===== config.mk =====
export PLATFORM = sky130hd
export DESIGN_NAME = joystick_axis_normalizer
export DESIGN_NICKNAME = d
export VERILOG_FILES = /design/src/design/jan_pkg.sv /design/src/design/joystick_axis_normalizer.sv /design/src/design/jan_div.sv /design/src/design/jan_lane.sv
export SDC_FILE = /design/constraint.sdc
export NUM_CORES = 2
export LEC_CHECK = 0
export ABC_AREA = 1
export BUFFER_PORTS_ARGS = -buffer_cell sky130_fd_sc_hd__buf_2
export CAP_MARGIN = 20
export CORE_ASPECT_RATIO = 0.8
export CORE_MARGIN = 4
export CORE_UTILIZATION = 45
export DETAILED_ROUTE_END_ITERATION = 10
export GPL_TIMING_DRIVEN = 0
export SLEW_MARGIN = 15
export SYNTH_ARGS = -nofsm -noshare
export SYNTH_HDL_FRONTEND = slang
export SYNTH_HIERARCHICAL = 1
export SYNTH_SLANG_ARGS = --single-unit

===== constraint.sdc =====
create_clock -name clk -period 11 [get_ports clk]
set_clock_uncertainty 0.1 [all_clocks]
set_input_delay 3.3 -clock clk [delete_from_list [all_inputs] [get_ports clk]]
set_output_delay 3.3 -clock clk [all_outputs]
set_load 0.1 [all_outputs]

===== src/design/jan_pkg.sv =====
// ----------------------------------------------------------------------------
// jan_pkg
// shared widths, constants and lane control and result types for the joystick normalizer
// ----------------------------------------------------------------------------
package jan_pkg;

  localparam int ADC_W          = 12;     // raw converter reading
  localparam int DZ_W           = 10;     // deadzone and per-mille values
  localparam int POS_W          = 8;      // signed curved position
  localparam int MAG_W          = 7;      // curved magnitude 0..100
  localparam int ADC_FULL_SCALE = 4095;
  localparam int CAL_SAMPLES_DEF = 3;
  localparam int CENTER_RESET   = 2048;
  localparam int DZ_RESET       = 20;
  localparam int PERMILLE       = 1000;
  localparam int CURVE_DIV      = 10000;  // divide by 1000 then by 10

  // curve divide by reciprocal multiply: exact for squares below 2**20
  localparam int     CURVE_SHIFT = 34;
  localparam longint CURVE_RECIP = ((longint'(1) << CURVE_SHIFT) + CURVE_DIV - 1) / CURVE_DIV;
  localparam int     CRV_RECIP_W = 21;
  localparam int     CRV_PROD_W  = 2 * DZ_W + CRV_RECIP_W;

  // per-lane divider: dividend below divisor * 2**Q_W, two quotient bits a step
  localparam int NUM_W     = 22;
  localparam int DEN_W     = 16;
  localparam int Q_W       = 12;
  localparam int DIV_STEPS = Q_W / 2;
  localparam int STEP_W    = $clog2(DIV_STEPS);

  typedef struct packed {
    logic start;   // load a new sample into the lane
    logic calib;   // sample is a calibration sample
    logic ack;     // merge stage has taken the lane result
  } lane_ctl_t;

  typedef struct packed {
    logic           done;   // result waits for the merge stage
    logic           upper;  // reading was above center
    logic [Q_W-1:0] value;  // new center or curved magnitude
  } lane_res_t;

endpackage


===== src/design/joystick_axis_normalizer.sv =====
// ----------------------------------------------------------------------------
// joystick_axis_normalizer
// two-axis joystick calibration, deadzone and square response curve
// ----------------------------------------------------------------------------
//
// channel  | dir | signals                    | contents
// ---------+-----+----------------------------+-------------------------------
// s_axis   | in  | tvalid tready tdata tuser  | tuser command, tdata x/y raw
// m_axis   | out | tvalid tready tdata        | x/y position, centered flag
// cfg      | in  | cfg_wr_en cfg_wr_data      | deadzone in per-mille
//
// for a position transaction each axis lane runs its divider once for the
// per-mille normalize (two quotient bits per cycle, plus load and handoff),
// then squares and applies the divide by 10000 as a reciprocal multiply
// a calibration transaction computes the center average by reciprocal
// multiply; a zero span ends a position before the divider starts, a deadzone
// hit before the square is divided by 10000
// one transaction is in flight at a time; s_axis_tready returns once the
// result is in the output register, so the next transaction overlaps a stalled
// output; a stalled result holds the lanes until the output register frees up
// rst is synchronous: centers go to 2048, sums and held positions to zero,
// deadzone to 20
// ----------------------------------------------------------------------------
module joystick_axis_normalizer import jan_pkg::*; #(
  parameter int CAL_SAMPLES = CAL_SAMPLES_DEF
) (
  input  logic            clk,
  input  logic            rst,
  input  logic            s_axis_tvalid,
  output logic            s_axis_tready,
  input  logic [23:0]     s_axis_tdata,   // x_raw[11:0], y_raw[23:12]
  input  logic            s_axis_tuser,   // command: 0 calibration, 1 position
  output logic            m_axis_tvalid,
  input  logic            m_axis_tready,
  output logic [23:0]     m_axis_tdata,   // x_position[7:0], y_position[15:8],
                                          // centered[16], zero[23:17]
  input  logic            cfg_wr_en,
  input  logic [DZ_W-1:0] cfg_wr_data     // deadzone_permille
);

  localparam int CNT_W = $clog2(CAL_SAMPLES + 1);
  localparam int SUM_W = ADC_W + CNT_W;

  // control state
  logic             busy;        // a transaction is in the lanes
  logic             cmd_pos;     // transaction in flight is a position sample
  logic             cal_final;   // transaction in flight closes a calibration
  logic [CNT_W-1:0] cal_count;
  logic             center_valid;
  logic [DZ_W-1:0]  deadzone;

  // calibration and output payload
  logic [SUM_W-1:0] sum_x, sum_y;
  logic [ADC_W-1:0] center_x, center_y;
  logic [POS_W-1:0] held_x, held_y;

  logic [ADC_W-1:0] x_raw, y_raw;
  logic [SUM_W-1:0] sum_x_next, sum_y_next;
  logic             accept, merge, last_cal;
  lane_ctl_t        ctl;
  lane_res_t        res_x, res_y;

  assign x_raw  = s_axis_tdata[ADC_W-1:0];
  assign y_raw  = s_axis_tdata[2*ADC_W-1:ADC_W];

  assign s_axis_tready = !busy;
  assign accept        = s_axis_tvalid && s_axis_tready;

  // running sums including the sample being accepted
  assign sum_x_next = sum_x + SUM_W'(x_raw);
  assign sum_y_next = sum_y + SUM_W'(y_raw);
  assign last_cal   = (cal_count == CNT_W'(CAL_SAMPLES - 1));

  // merge stage: both lanes finished and the output register is free
  assign merge = busy && res_x.done && res_y.done && (!m_axis_tvalid || m_axis_tready);

  assign ctl.start = accept;
  assign ctl.calib = !s_axis_tuser;
  assign ctl.ack   = merge;

  jan_lane #(.CAL_SAMPLES(CAL_SAMPLES)) u_lane_x (
    .clk      (clk),
    .rst      (rst),
    .ctl      (ctl),
    .raw      (x_raw),
    .center   (center_x),
    .sum      (sum_x_next),
    .deadzone (deadzone),
    .res      (res_x)
  );

  jan_lane #(.CAL_SAMPLES(CAL_SAMPLES)) u_lane_y (
    .clk      (clk),
    .rst      (rst),
    .ctl      (ctl),
    .raw      (y_raw),
    .center   (center_y),
    .sum      (sum_y_next),
    .deadzone (deadzone),
    .res      (res_y)
  );

  // sign the lane magnitudes: x positive above center, y positive below
  logic [POS_W-1:0] mag_x, mag_y, held_x_next, held_y_next;
  logic [ADC_W-1:0] center_x_next, center_y_next;
  logic             center_valid_next;

  always_comb begin
    mag_x             = POS_W'(res_x.value[MAG_W-1:0]);
    mag_y             = POS_W'(res_y.value[MAG_W-1:0]);
    held_x_next       = held_x;
    held_y_next       = held_y;
    center_x_next     = center_x;
    center_y_next     = center_y;
    center_valid_next = center_valid;
    if (cmd_pos) begin
      held_x_next = res_x.upper ? mag_x : -mag_x;
      held_y_next = res_y.upper ? -mag_y : mag_y;
    end else if (cal_final) begin
      center_x_next     = res_x.value;
      center_y_next     = res_y.value;
      center_valid_next = 1'b1;
    end
  end

  // control and calibration state
  always_ff @(posedge clk) begin
    if (rst) begin
      busy          <= 1'b0;
      cal_count     <= '0;
      sum_x         <= '0;
      sum_y         <= '0;
      center_x      <= ADC_W'(CENTER_RESET);
      center_y      <= ADC_W'(CENTER_RESET);
      center_valid  <= 1'b0;
      held_x        <= '0;
      held_y        <= '0;
      deadzone      <= DZ_W'(DZ_RESET);
      m_axis_tvalid <= 1'b0;
    end else begin
      if (cfg_wr_en) deadzone <= cfg_wr_data;

      if (accept) begin
        busy <= 1'b1;
        if (!s_axis_tuser) begin
          // the lanes divide the closing sums; the sums restart here
          if (last_cal) begin
            cal_count <= '0;
            sum_x     <= '0;
            sum_y     <= '0;
          end else begin
            cal_count <= cal_count + CNT_W'(1);
            sum_x     <= sum_x_next;
            sum_y     <= sum_y_next;
          end
        end
      end

      if (merge) begin
        busy          <= 1'b0;
        held_x        <= held_x_next;
        held_y        <= held_y_next;
        center_x      <= center_x_next;
        center_y      <= center_y_next;
        center_valid  <= center_valid_next;
        m_axis_tvalid <= 1'b1;
      end else if (m_axis_tready) begin
        m_axis_tvalid <= 1'b0;
      end
    end
  end

  // transaction attributes and output payload
  always_ff @(posedge clk) begin
    if (accept) begin
      cmd_pos   <= s_axis_tuser;
      cal_final <= !s_axis_tuser && last_cal;
    end
    if (merge) begin
      m_axis_tdata <= {7'b0, center_valid_next, held_y_next, held_x_next};
    end
  end

endmodule


===== src/design/jan_div.sv =====
// ----------------------------------------------------------------------------
// jan_div
// restoring divider, two quotient bits per cycle, fixed quotient width
// ----------------------------------------------------------------------------
module jan_div import jan_pkg::*; (
  input  logic             clk,
  input  logic             rst,
  input  logic             go,
  input  logic [NUM_W-1:0] num,
  input  logic [DEN_W-1:0] den,
  output logic             done,
  output logic [Q_W-1:0]   quot
);

  logic              busy;
  logic [STEP_W-1:0] cnt;
  logic [DEN_W-1:0]  rem;
  logic [Q_W-1:0]    lo;
  logic [DEN_W-1:0]  den_q;

  logic [DEN_W:0] ra, ra_n, rb, rb_n;
  logic           ge_a, ge_b;

  always_comb begin
    ra   = {rem, lo[Q_W-1]};
    ge_a = ra >= {1'b0, den_q};
    ra_n = ge_a ? ra - {1'b0, den_q} : ra;
    rb   = {ra_n[DEN_W-1:0], lo[Q_W-2]};
    ge_b = rb >= {1'b0, den_q};
    rb_n = ge_b ? rb - {1'b0, den_q} : rb;
  end

  always_ff @(posedge clk) begin
    if (rst) begin
      busy <= 1'b0;
      done <= 1'b0;
      cnt  <= '0;
    end else begin
      done <= 1'b0;
      if (go) begin
        busy <= 1'b1;
        cnt  <= '0;
      end else if (busy) begin
        cnt <= cnt + STEP_W'(1);
        if (cnt == STEP_W'(DIV_STEPS - 1)) begin
          busy <= 1'b0;
          done <= 1'b1;
        end
      end
    end
  end

  always_ff @(posedge clk) begin
    if (go) begin
      rem   <= {{(DEN_W - (NUM_W - Q_W)){1'b0}}, num[NUM_W-1:Q_W]};
      lo    <= num[Q_W-1:0];
      den_q <= den;
    end else if (busy) begin
      rem  <= rb_n[DEN_W-1:0];
      lo   <= {lo[Q_W-3:0], 2'b00};
      quot <= {quot[Q_W-3:0], ge_a, ge_b};
    end
  end

endmodule


===== src/design/jan_lane.sv =====
// ----------------------------------------------------------------------------
// jan_lane
// one axis: center average or span normalize, deadzone and square curve
// ----------------------------------------------------------------------------
module jan_lane import jan_pkg::*; #(
  parameter int CAL_SAMPLES = CAL_SAMPLES_DEF
) (
  input  logic                                   clk,
  input  logic                                   rst,
  input  lane_ctl_t                              ctl,
  input  logic [ADC_W-1:0]                       raw,
  input  logic [ADC_W-1:0]                       center,
  input  logic [ADC_W+$clog2(CAL_SAMPLES+1)-1:0] sum,
  input  logic [DZ_W-1:0]                        deadzone,
  output lane_res_t                              res
);

  localparam int SUM_W = ADC_W + $clog2(CAL_SAMPLES + 1);

  // center average by reciprocal multiply, exact for every sum below 2**SUM_W
  localparam int CAL_SHIFT = SUM_W + $clog2(CAL_SAMPLES + 1);
  localparam int CAL_RECIP = (2 ** CAL_SHIFT + CAL_SAMPLES - 1) / CAL_SAMPLES;
  localparam int CPROD_W   = SUM_W + CAL_SHIFT + 1;
  localparam int SQ_W      = 2 * DZ_W;

  localparam logic [2:0] L_IDLE = 3'd0;
  localparam logic [2:0] L_SIDE = 3'd1;
  localparam logic [2:0] L_MUL  = 3'd2;
  localparam logic [2:0] L_DIV1 = 3'd3;
  localparam logic [2:0] L_SQR  = 3'd4;
  localparam logic [2:0] L_CURV = 3'd5;
  localparam logic [2:0] L_CDIV = 3'd6;
  localparam logic [2:0] L_DONE = 3'd7;

  logic [2:0]       state;
  logic             div_go;
  logic [NUM_W-1:0] div_num;
  logic [DEN_W-1:0] div_den;
  logic             div_done;
  logic [Q_W-1:0]   div_quot;

  logic [ADC_W-1:0] raw_q, cen_q, off;
  logic [SUM_W-1:0] sum_q;
  logic [DEN_W-1:0] span;
  logic             upper;
  logic [DZ_W-1:0]  pm;
  logic [SQ_W-1:0]  sq;
  logic [Q_W-1:0]   value;

  logic [CPROD_W-1:0]    cal_prod;
  logic [CRV_PROD_W-1:0] crv_prod;

  // side of center, span and clamped offset
  logic             upper_c;
  logic [DEN_W-1:0] cen_w, span_c;
  logic [ADC_W-1:0] off_c;

  always_comb begin
    cen_w   = DEN_W'(cen_q);
    upper_c = raw_q > cen_q;
    if (upper_c) begin
      span_c = (DEN_W'(ADC_FULL_SCALE) > cen_w) ? DEN_W'(ADC_FULL_SCALE) - cen_w : '0;
      off_c  = raw_q - cen_q;
    end else begin
      span_c = cen_w;
      off_c  = cen_q - raw_q;
    end
    if (DEN_W'(off_c) > span_c) begin
      off_c = span_c[ADC_W-1:0];
    end
  end

  // constant divides as reciprocal multiplies
  always_comb begin
    cal_prod = CPROD_W'(sum_q) * CPROD_W'(CAL_RECIP);
    crv_prod = CRV_PROD_W'(sq) * CRV_PROD_W'(CURVE_RECIP);
  end

  always_ff @(posedge clk) begin
    if (rst) begin
      state  <= L_IDLE;
      div_go <= 1'b0;
    end else begin
      div_go <= 1'b0;
      case (state)
        L_IDLE: begin
          if (ctl.start) begin
            if (ctl.calib) begin
              state <= L_CDIV;
            end else begin
              state <= L_SIDE;
            end
          end
        end
        L_SIDE: state <= L_MUL;
        L_MUL: begin
          if (span == '0) begin
            state <= L_DONE;
          end else begin
            div_go <= 1'b1;
            state  <= L_DIV1;
          end
        end
        L_DIV1: begin
          if (div_done) state <= L_SQR;
        end
        L_SQR: begin
          if (pm <= deadzone) begin
            state <= L_DONE;
          end else begin
            state <= L_CURV;
          end
        end
        L_CURV: state <= L_DONE;
        L_CDIV: state <= L_DONE;
        L_DONE: begin
          if (ctl.ack) state <= L_IDLE;
        end
        default: state <= L_IDLE;
      endcase
    end
  end

  always_ff @(posedge clk) begin
    case (state)
      L_IDLE: begin
        if (ctl.start) begin
          raw_q <= raw;
          cen_q <= center;
          sum_q <= sum;
        end
      end
      L_SIDE: begin
        upper <= upper_c;
        span  <= span_c;
        off   <= off_c;
      end
      L_MUL: begin
        value   <= '0;
        div_num <= NUM_W'(off) * NUM_W'(PERMILLE);
        div_den <= span;
      end
      L_DIV1: begin
        if (div_done) pm <= div_quot[DZ_W-1:0];
      end
      L_SQR: begin
        sq <= SQ_W'(pm) * SQ_W'(pm);
      end
      L_CURV: begin
        value <= Q_W'(crv_prod[CURVE_SHIFT +: MAG_W]);
      end
      L_CDIV: begin
        value <= cal_prod[CAL_SHIFT +: Q_W];
      end
      default: begin
      end
    endcase
  end

  jan_div u_div (
    .clk  (clk),
    .rst  (rst),
    .go   (div_go),
    .num  (div_num),
    .den  (div_den),
    .done (div_done),
    .quot (div_quot)
  );

  assign res.done  = (state == L_DONE);
  assign res.upper = upper;
  assign res.value = value;

endmodule


======== Word level (Yosys, flattened, before mapping) ========
Index checks and enable logic that the tools add are counted.
storage, ports and cells
  flip-flop bits (word level) ............. 512
  bits of input ports ..................... 40
  output and inout bits ................... 26
  logic and storage cells ................. 217
operators by class
  $add $sub $neg .......................... 17
  $mul .................................... 8
  magnitude comparators ................... 12
  equality and inequality tests ........... 23
  multiplexer cells ....................... 54
  bitwise operators ....................... 8
  reductions and logical operators ........ 37
operator list
  kind                                                                    count
  16-bit 2-to-1 mux                                                       8
  12-bit 2-to-1 mux                                                       8
  20-bit by 21-bit multiplier with 41-bit output (second input constant)  2
  12-bit one-hot mux with 3 select lines                                  2
  17-bit by 16-bit greater-or-equal comparator with 1-bit output          4
  16-bit subtractor                                                       4
  14-bit by 14-bit multiplier with 27-bit output (second input constant)  2
  12-bit subtractor                                                       4
  3-bit one-hot mux with 7 select lines                                   2
  10-bit by 10-bit multiplier with 20-bit output                          2
  10-bit 2-to-1 mux                                                       4
  12-bit by 7-bit multiplier with 19-bit output (second input constant)   2
  12-bit by 16-bit greater-than comparator with 1-bit output              2
  16-bit zero test                                                        2
  8-bit 2-to-1 mux                                                        4
  3-bit equality test (second input constant)                             10
  14-bit by 12-bit adder with 14-bit output                               2
  14-bit 2-to-1 mux                                                       2
  12-bit by 12-bit subtractor with 13-bit output (first input constant)   2
  12-bit greater-than comparator                                          2
  12-bit greater-than comparator (first input constant)                   2
  3-bit 2-to-1 mux                                                        7
  10-bit less-or-equal comparator                                         2
  7-bit negation with 8-bit output                                        2
  19 further kinds                                                        76

======== Longest topological paths before layout ========
  depth after elaboration ................. 6
  mapped depth ............................ 30
  depth with buffers taken out ............ 28

======== Hierarchy ========
Netlist, hierarchy kept.
modules (own cells, without submodules)
  module                    times used  cells each  area an instance (µm²)  seq. area each (µm²)
  jan_lane (u_lane_y)       1           2716        23238.5                 4134.0
  jan_lane (u_lane_x)       1           2661        23042.1                 4134.0
  jan_div                   2           596         4514.3                  1721.7
  joystick_axis_normalizer  1           757         5501.5                  2232.1

======== Worst setup path after synthesis ========
Ideal clock, no wire load.
  path type ............................... input -> register
  start ................................... input s_axis_tvalid
  end ..................................... register u_lane_y.cen_q[0] (enable)
  setup time .............................. 0.434 ns
  arrival time ............................ 5.234 ns
  setup slack ............................. 5.232 ns
  stages .................................. 4
  path buffers ............................ 0
  path through ............................ inv_1 nor2_2 inv_1 nor2_1
between the ends
  longest elaborated chain between the ends .. 2
ends and longest elaborated chain
  what                                  RTL line                        text
  start: declaration                    joystick_axis_normalizer.sv:29  input logic s_axis_tvalid,
  1-bit logical AND                     joystick_axis_normalizer.sv:67  assign accept = s_axis_tvalid && s_axis_tready;
  named net accept                      joystick_axis_normalizer.sv:59  logic accept, merge, last_cal;
  2-bit AND reduction (no source line)  --
  end signal: assignment                jan_lane.sv:129                 cen_q <= center;
  end: declaration                      jan_lane.sv:42                  logic [ADC_W-1:0] raw_q, cen_q, off;
The timed path passes the listed nets, and every way through them passes these cells.
A chain may end at the register's enable or synchronous reset.

======== Final worst setup path ========
  start ................................... register u_lane_y.sq[7]
  end ..................................... register u_lane_y.value[4], data pin
between the ends
  longest elaborated chain between the ends .. 2
ends and longest elaborated chain
  what                                            RTL line         text
  start: declaration                              jan_lane.sv:47   logic [SQ_W-1:0] sq;
  start signal: assignment                        jan_lane.sv:147  sq <= SQ_W'(pm) * SQ_W'(pm);
  20-bit by 21-bit multiplier with 41-bit output  jan_lane.sv:76   crv_prod = CRV_PROD_W'(sq) * CRV_PROD_W'(CURVE_RECIP);
  12-bit one-hot mux with 3 select lines          jan_lane.sv:125  case (state)
  end signal: assignment                          jan_lane.sv:150  value <= Q_W'(crv_prod[CURVE_SHIFT +: MAG_W]);
  end signal: assignment                          jan_lane.sv:153  value <= cal_prod[CAL_SHIFT +: Q_W];
  end: declaration                                jan_lane.sv:48   logic [Q_W-1:0] value;
No other way between the ends.

==> summary.txt <==
Largest fanout on the critical path: 6
Routed vias: 46,100
Clock Tree Root: clkbuf_16
Fraction of layout cells with a size suffix above 1: 0.0460
Vias in the first global route: 46,000
GRT Resource Usage Total: 0.222
Critical path's slowest cell: edfxtp_1
DRT antenna net count: 0
CTS Buffer Depth: 3
Mean Syn Cell Area: 8.29 um2
Max Cap Viol: 0
Rel. slew slack: 0.233
DR WL/cell: 16.4 um
Std cell rows: 120
Startpoint types: flip-flop
H-tree lvl count: 2
GPL Wtd Cong: 0.926
Endpoints failing setup: 0
Arrival @ worst endpoint: 6590 ps
Period utilisation layout: 0.574
Critical path class: flip-flop to flip-flop
# hold bufs at CTS: 0
Chip Width: 419 um
CTS buffer count: 55
First-pass DRT Iterations: 6
Initial DRC count: 3,185
Post-CTS Setup Repair Bufs: 0
Clock-pin slew on the worst setup and hold paths: 70 ps
Drt via density: 4.96
Global route total overflow: 0
Fill cells: 12,900
Worst slew pin tran: 1140 ps
Worst EP required: 11,280 ps
Global-route wire length before repair: 248 mm
Final worst slack: 4690 ps
Tmin final: 6310 ps
Fmax: 159 MHz
Final WL: 152 mm
Starting density of the core: 0.453
Pre-CTS setup slack: 4700 ps
YS warnings: 6
Port Buffers: 58
RSZ-0062 raised after global routing: no
Worst-Skew Late Latency: 650 ps
HPWL after detailed placement: 131 mm
Fin. Hold Viols: 0
Diodes inserted: 0
Pin count of the biggest net entering global routing: 31
CTS tree: built
Post-CTS sizing: 0
Post-Syn Area: 60,700 um2
Initial antenna violation count: 6
Hold crit path type: flip-flop to flip-flop
Clock sinks: 498
Critical path's top delay family: adder cells
I/O pin count: 66
CP bufs+invs: 7
Layout area overhead: 8.10%
CP max stage delay: 560 ps
Die H: 336 um
Final Max Tran Viols: 0
Nets@finish: 9,043
Core ar.: 134,000 um2
TNS Setup: 0 ps
Outcome: complete, no violations
Die area: 141,000 um2
Synthesized instance count: 7,322
CP Capture Type: flip-flop
DRC violations left: 0
## final cells by class
cell class,count,area [um2],share of cell area
buffer,98,639,0.00975
clock buffer,67,1520,0.0231
clock inverter,36,558,0.00851
inverter,1659,6240,0.0951
multi-input combinational,5091,40100,0.612
sequential,498,13800,0.211
tap,1769,2210,0.0337
timing repair buffer,70,477,0.00727
## final timing paths
path,slack (ps),cells past startpoint,endpoint,from
worst min-delay path,290,0,u_lane_y/pm[8],u_lane_y/u_div/quot[8]
worst min register to register,290,0,u_lane_y/pm[8],u_lane_y/u_div/quot[8]
worst max register to register,4690,25,u_lane_y/value[4],u_lane_y/sq[7]
worst max-delay path,4690,25,u_lane_y/value[4],u_lane_y/sq[7]
## through the flow
| step | instances | cell area [um2] | hold WS (ps) | util |
|---|---|---|---|---|
| 4_1_cts | 9288 | 65600 | 286 | 0.490 |
| 5_1_grt | 9288 | 65600 | 300 | 0.490 |
| 6_report | 9288 | 65600 | 286 | 0.490 |
| 3_5_place_dp | 9185 | 63500 | 305 | 0.474 |
| 2_1_floorplan | 7346 | 60800 | 300 | - |
| 3_3_place_gp | 9173 | 63300 | 301 | 0.473 |
## state kept, by name, indices dropped and copies added (netlist names), 14 cells and up
name                  count
u_lane_y/u_div/den_q     16
u_lane_x/u_div/den_q     16
u_lane_x/u_div/rem       16
u_lane_x/div_num         19
u_lane_y/sum_q           14
u_lane_x/sq              19
sum_x                    14
u_lane_y/div_num         19
u_lane_x/sum_q           14
u_lane_y/sq              19
u_lane_y/u_div/rem       16
sum_y                    14
m_axis_tdata             17
## cell usage in the layout (no fill, tap or decap), types with 23 or more instances in the layout
| master | instances |
|---|---|
| conb_1 | 27 |
| o21bai_1 | 28 |
| a21oi_1 | 328 |
| ha_1 | 944 |
| edfxtp_1 | 385 |
| dfxtp_1 | 113 |
| clkbuf_16 | 58 |
| nand3_1 | 333 |
| xor2_1 | 108 |
| nor3_1 | 50 |
| o21ai_1 | 23 |
| xnor2_1 | 70 |
| clkbuf_1 | 51 |
| o21ai_0 | 165 |
| nor2_1 | 420 |
| fa_1 | 586 |
| buf_2 | 70 |
| nand2_1 | 1711 |
| inv_1 | 1647 |
| nand2_2 | 41 |
| nand4_1 | 58 |
## routing by layer
| metal | global-route usage | wire, um | up-vias | share of wire |
|---|---|---|---|---|
| li1 | - | - | 23200 | - |
| met1 | 0.346 | 78100 | 21700 | 0.51 |
| met2 | 0.325 | 61600 | 1075 | 0.41 |
| met3 | 0.0335 | 9780 | 130 | 0.064 |
| met4 | 0.0409 | 2670 | 2 | 0.018 |
| met5 | 0 | 12 | - | 0.000079 |
Power is left out: the tool's default activity adds up to more than one toggle a clock period on the data nets, which glitch-free logic cannot reach.
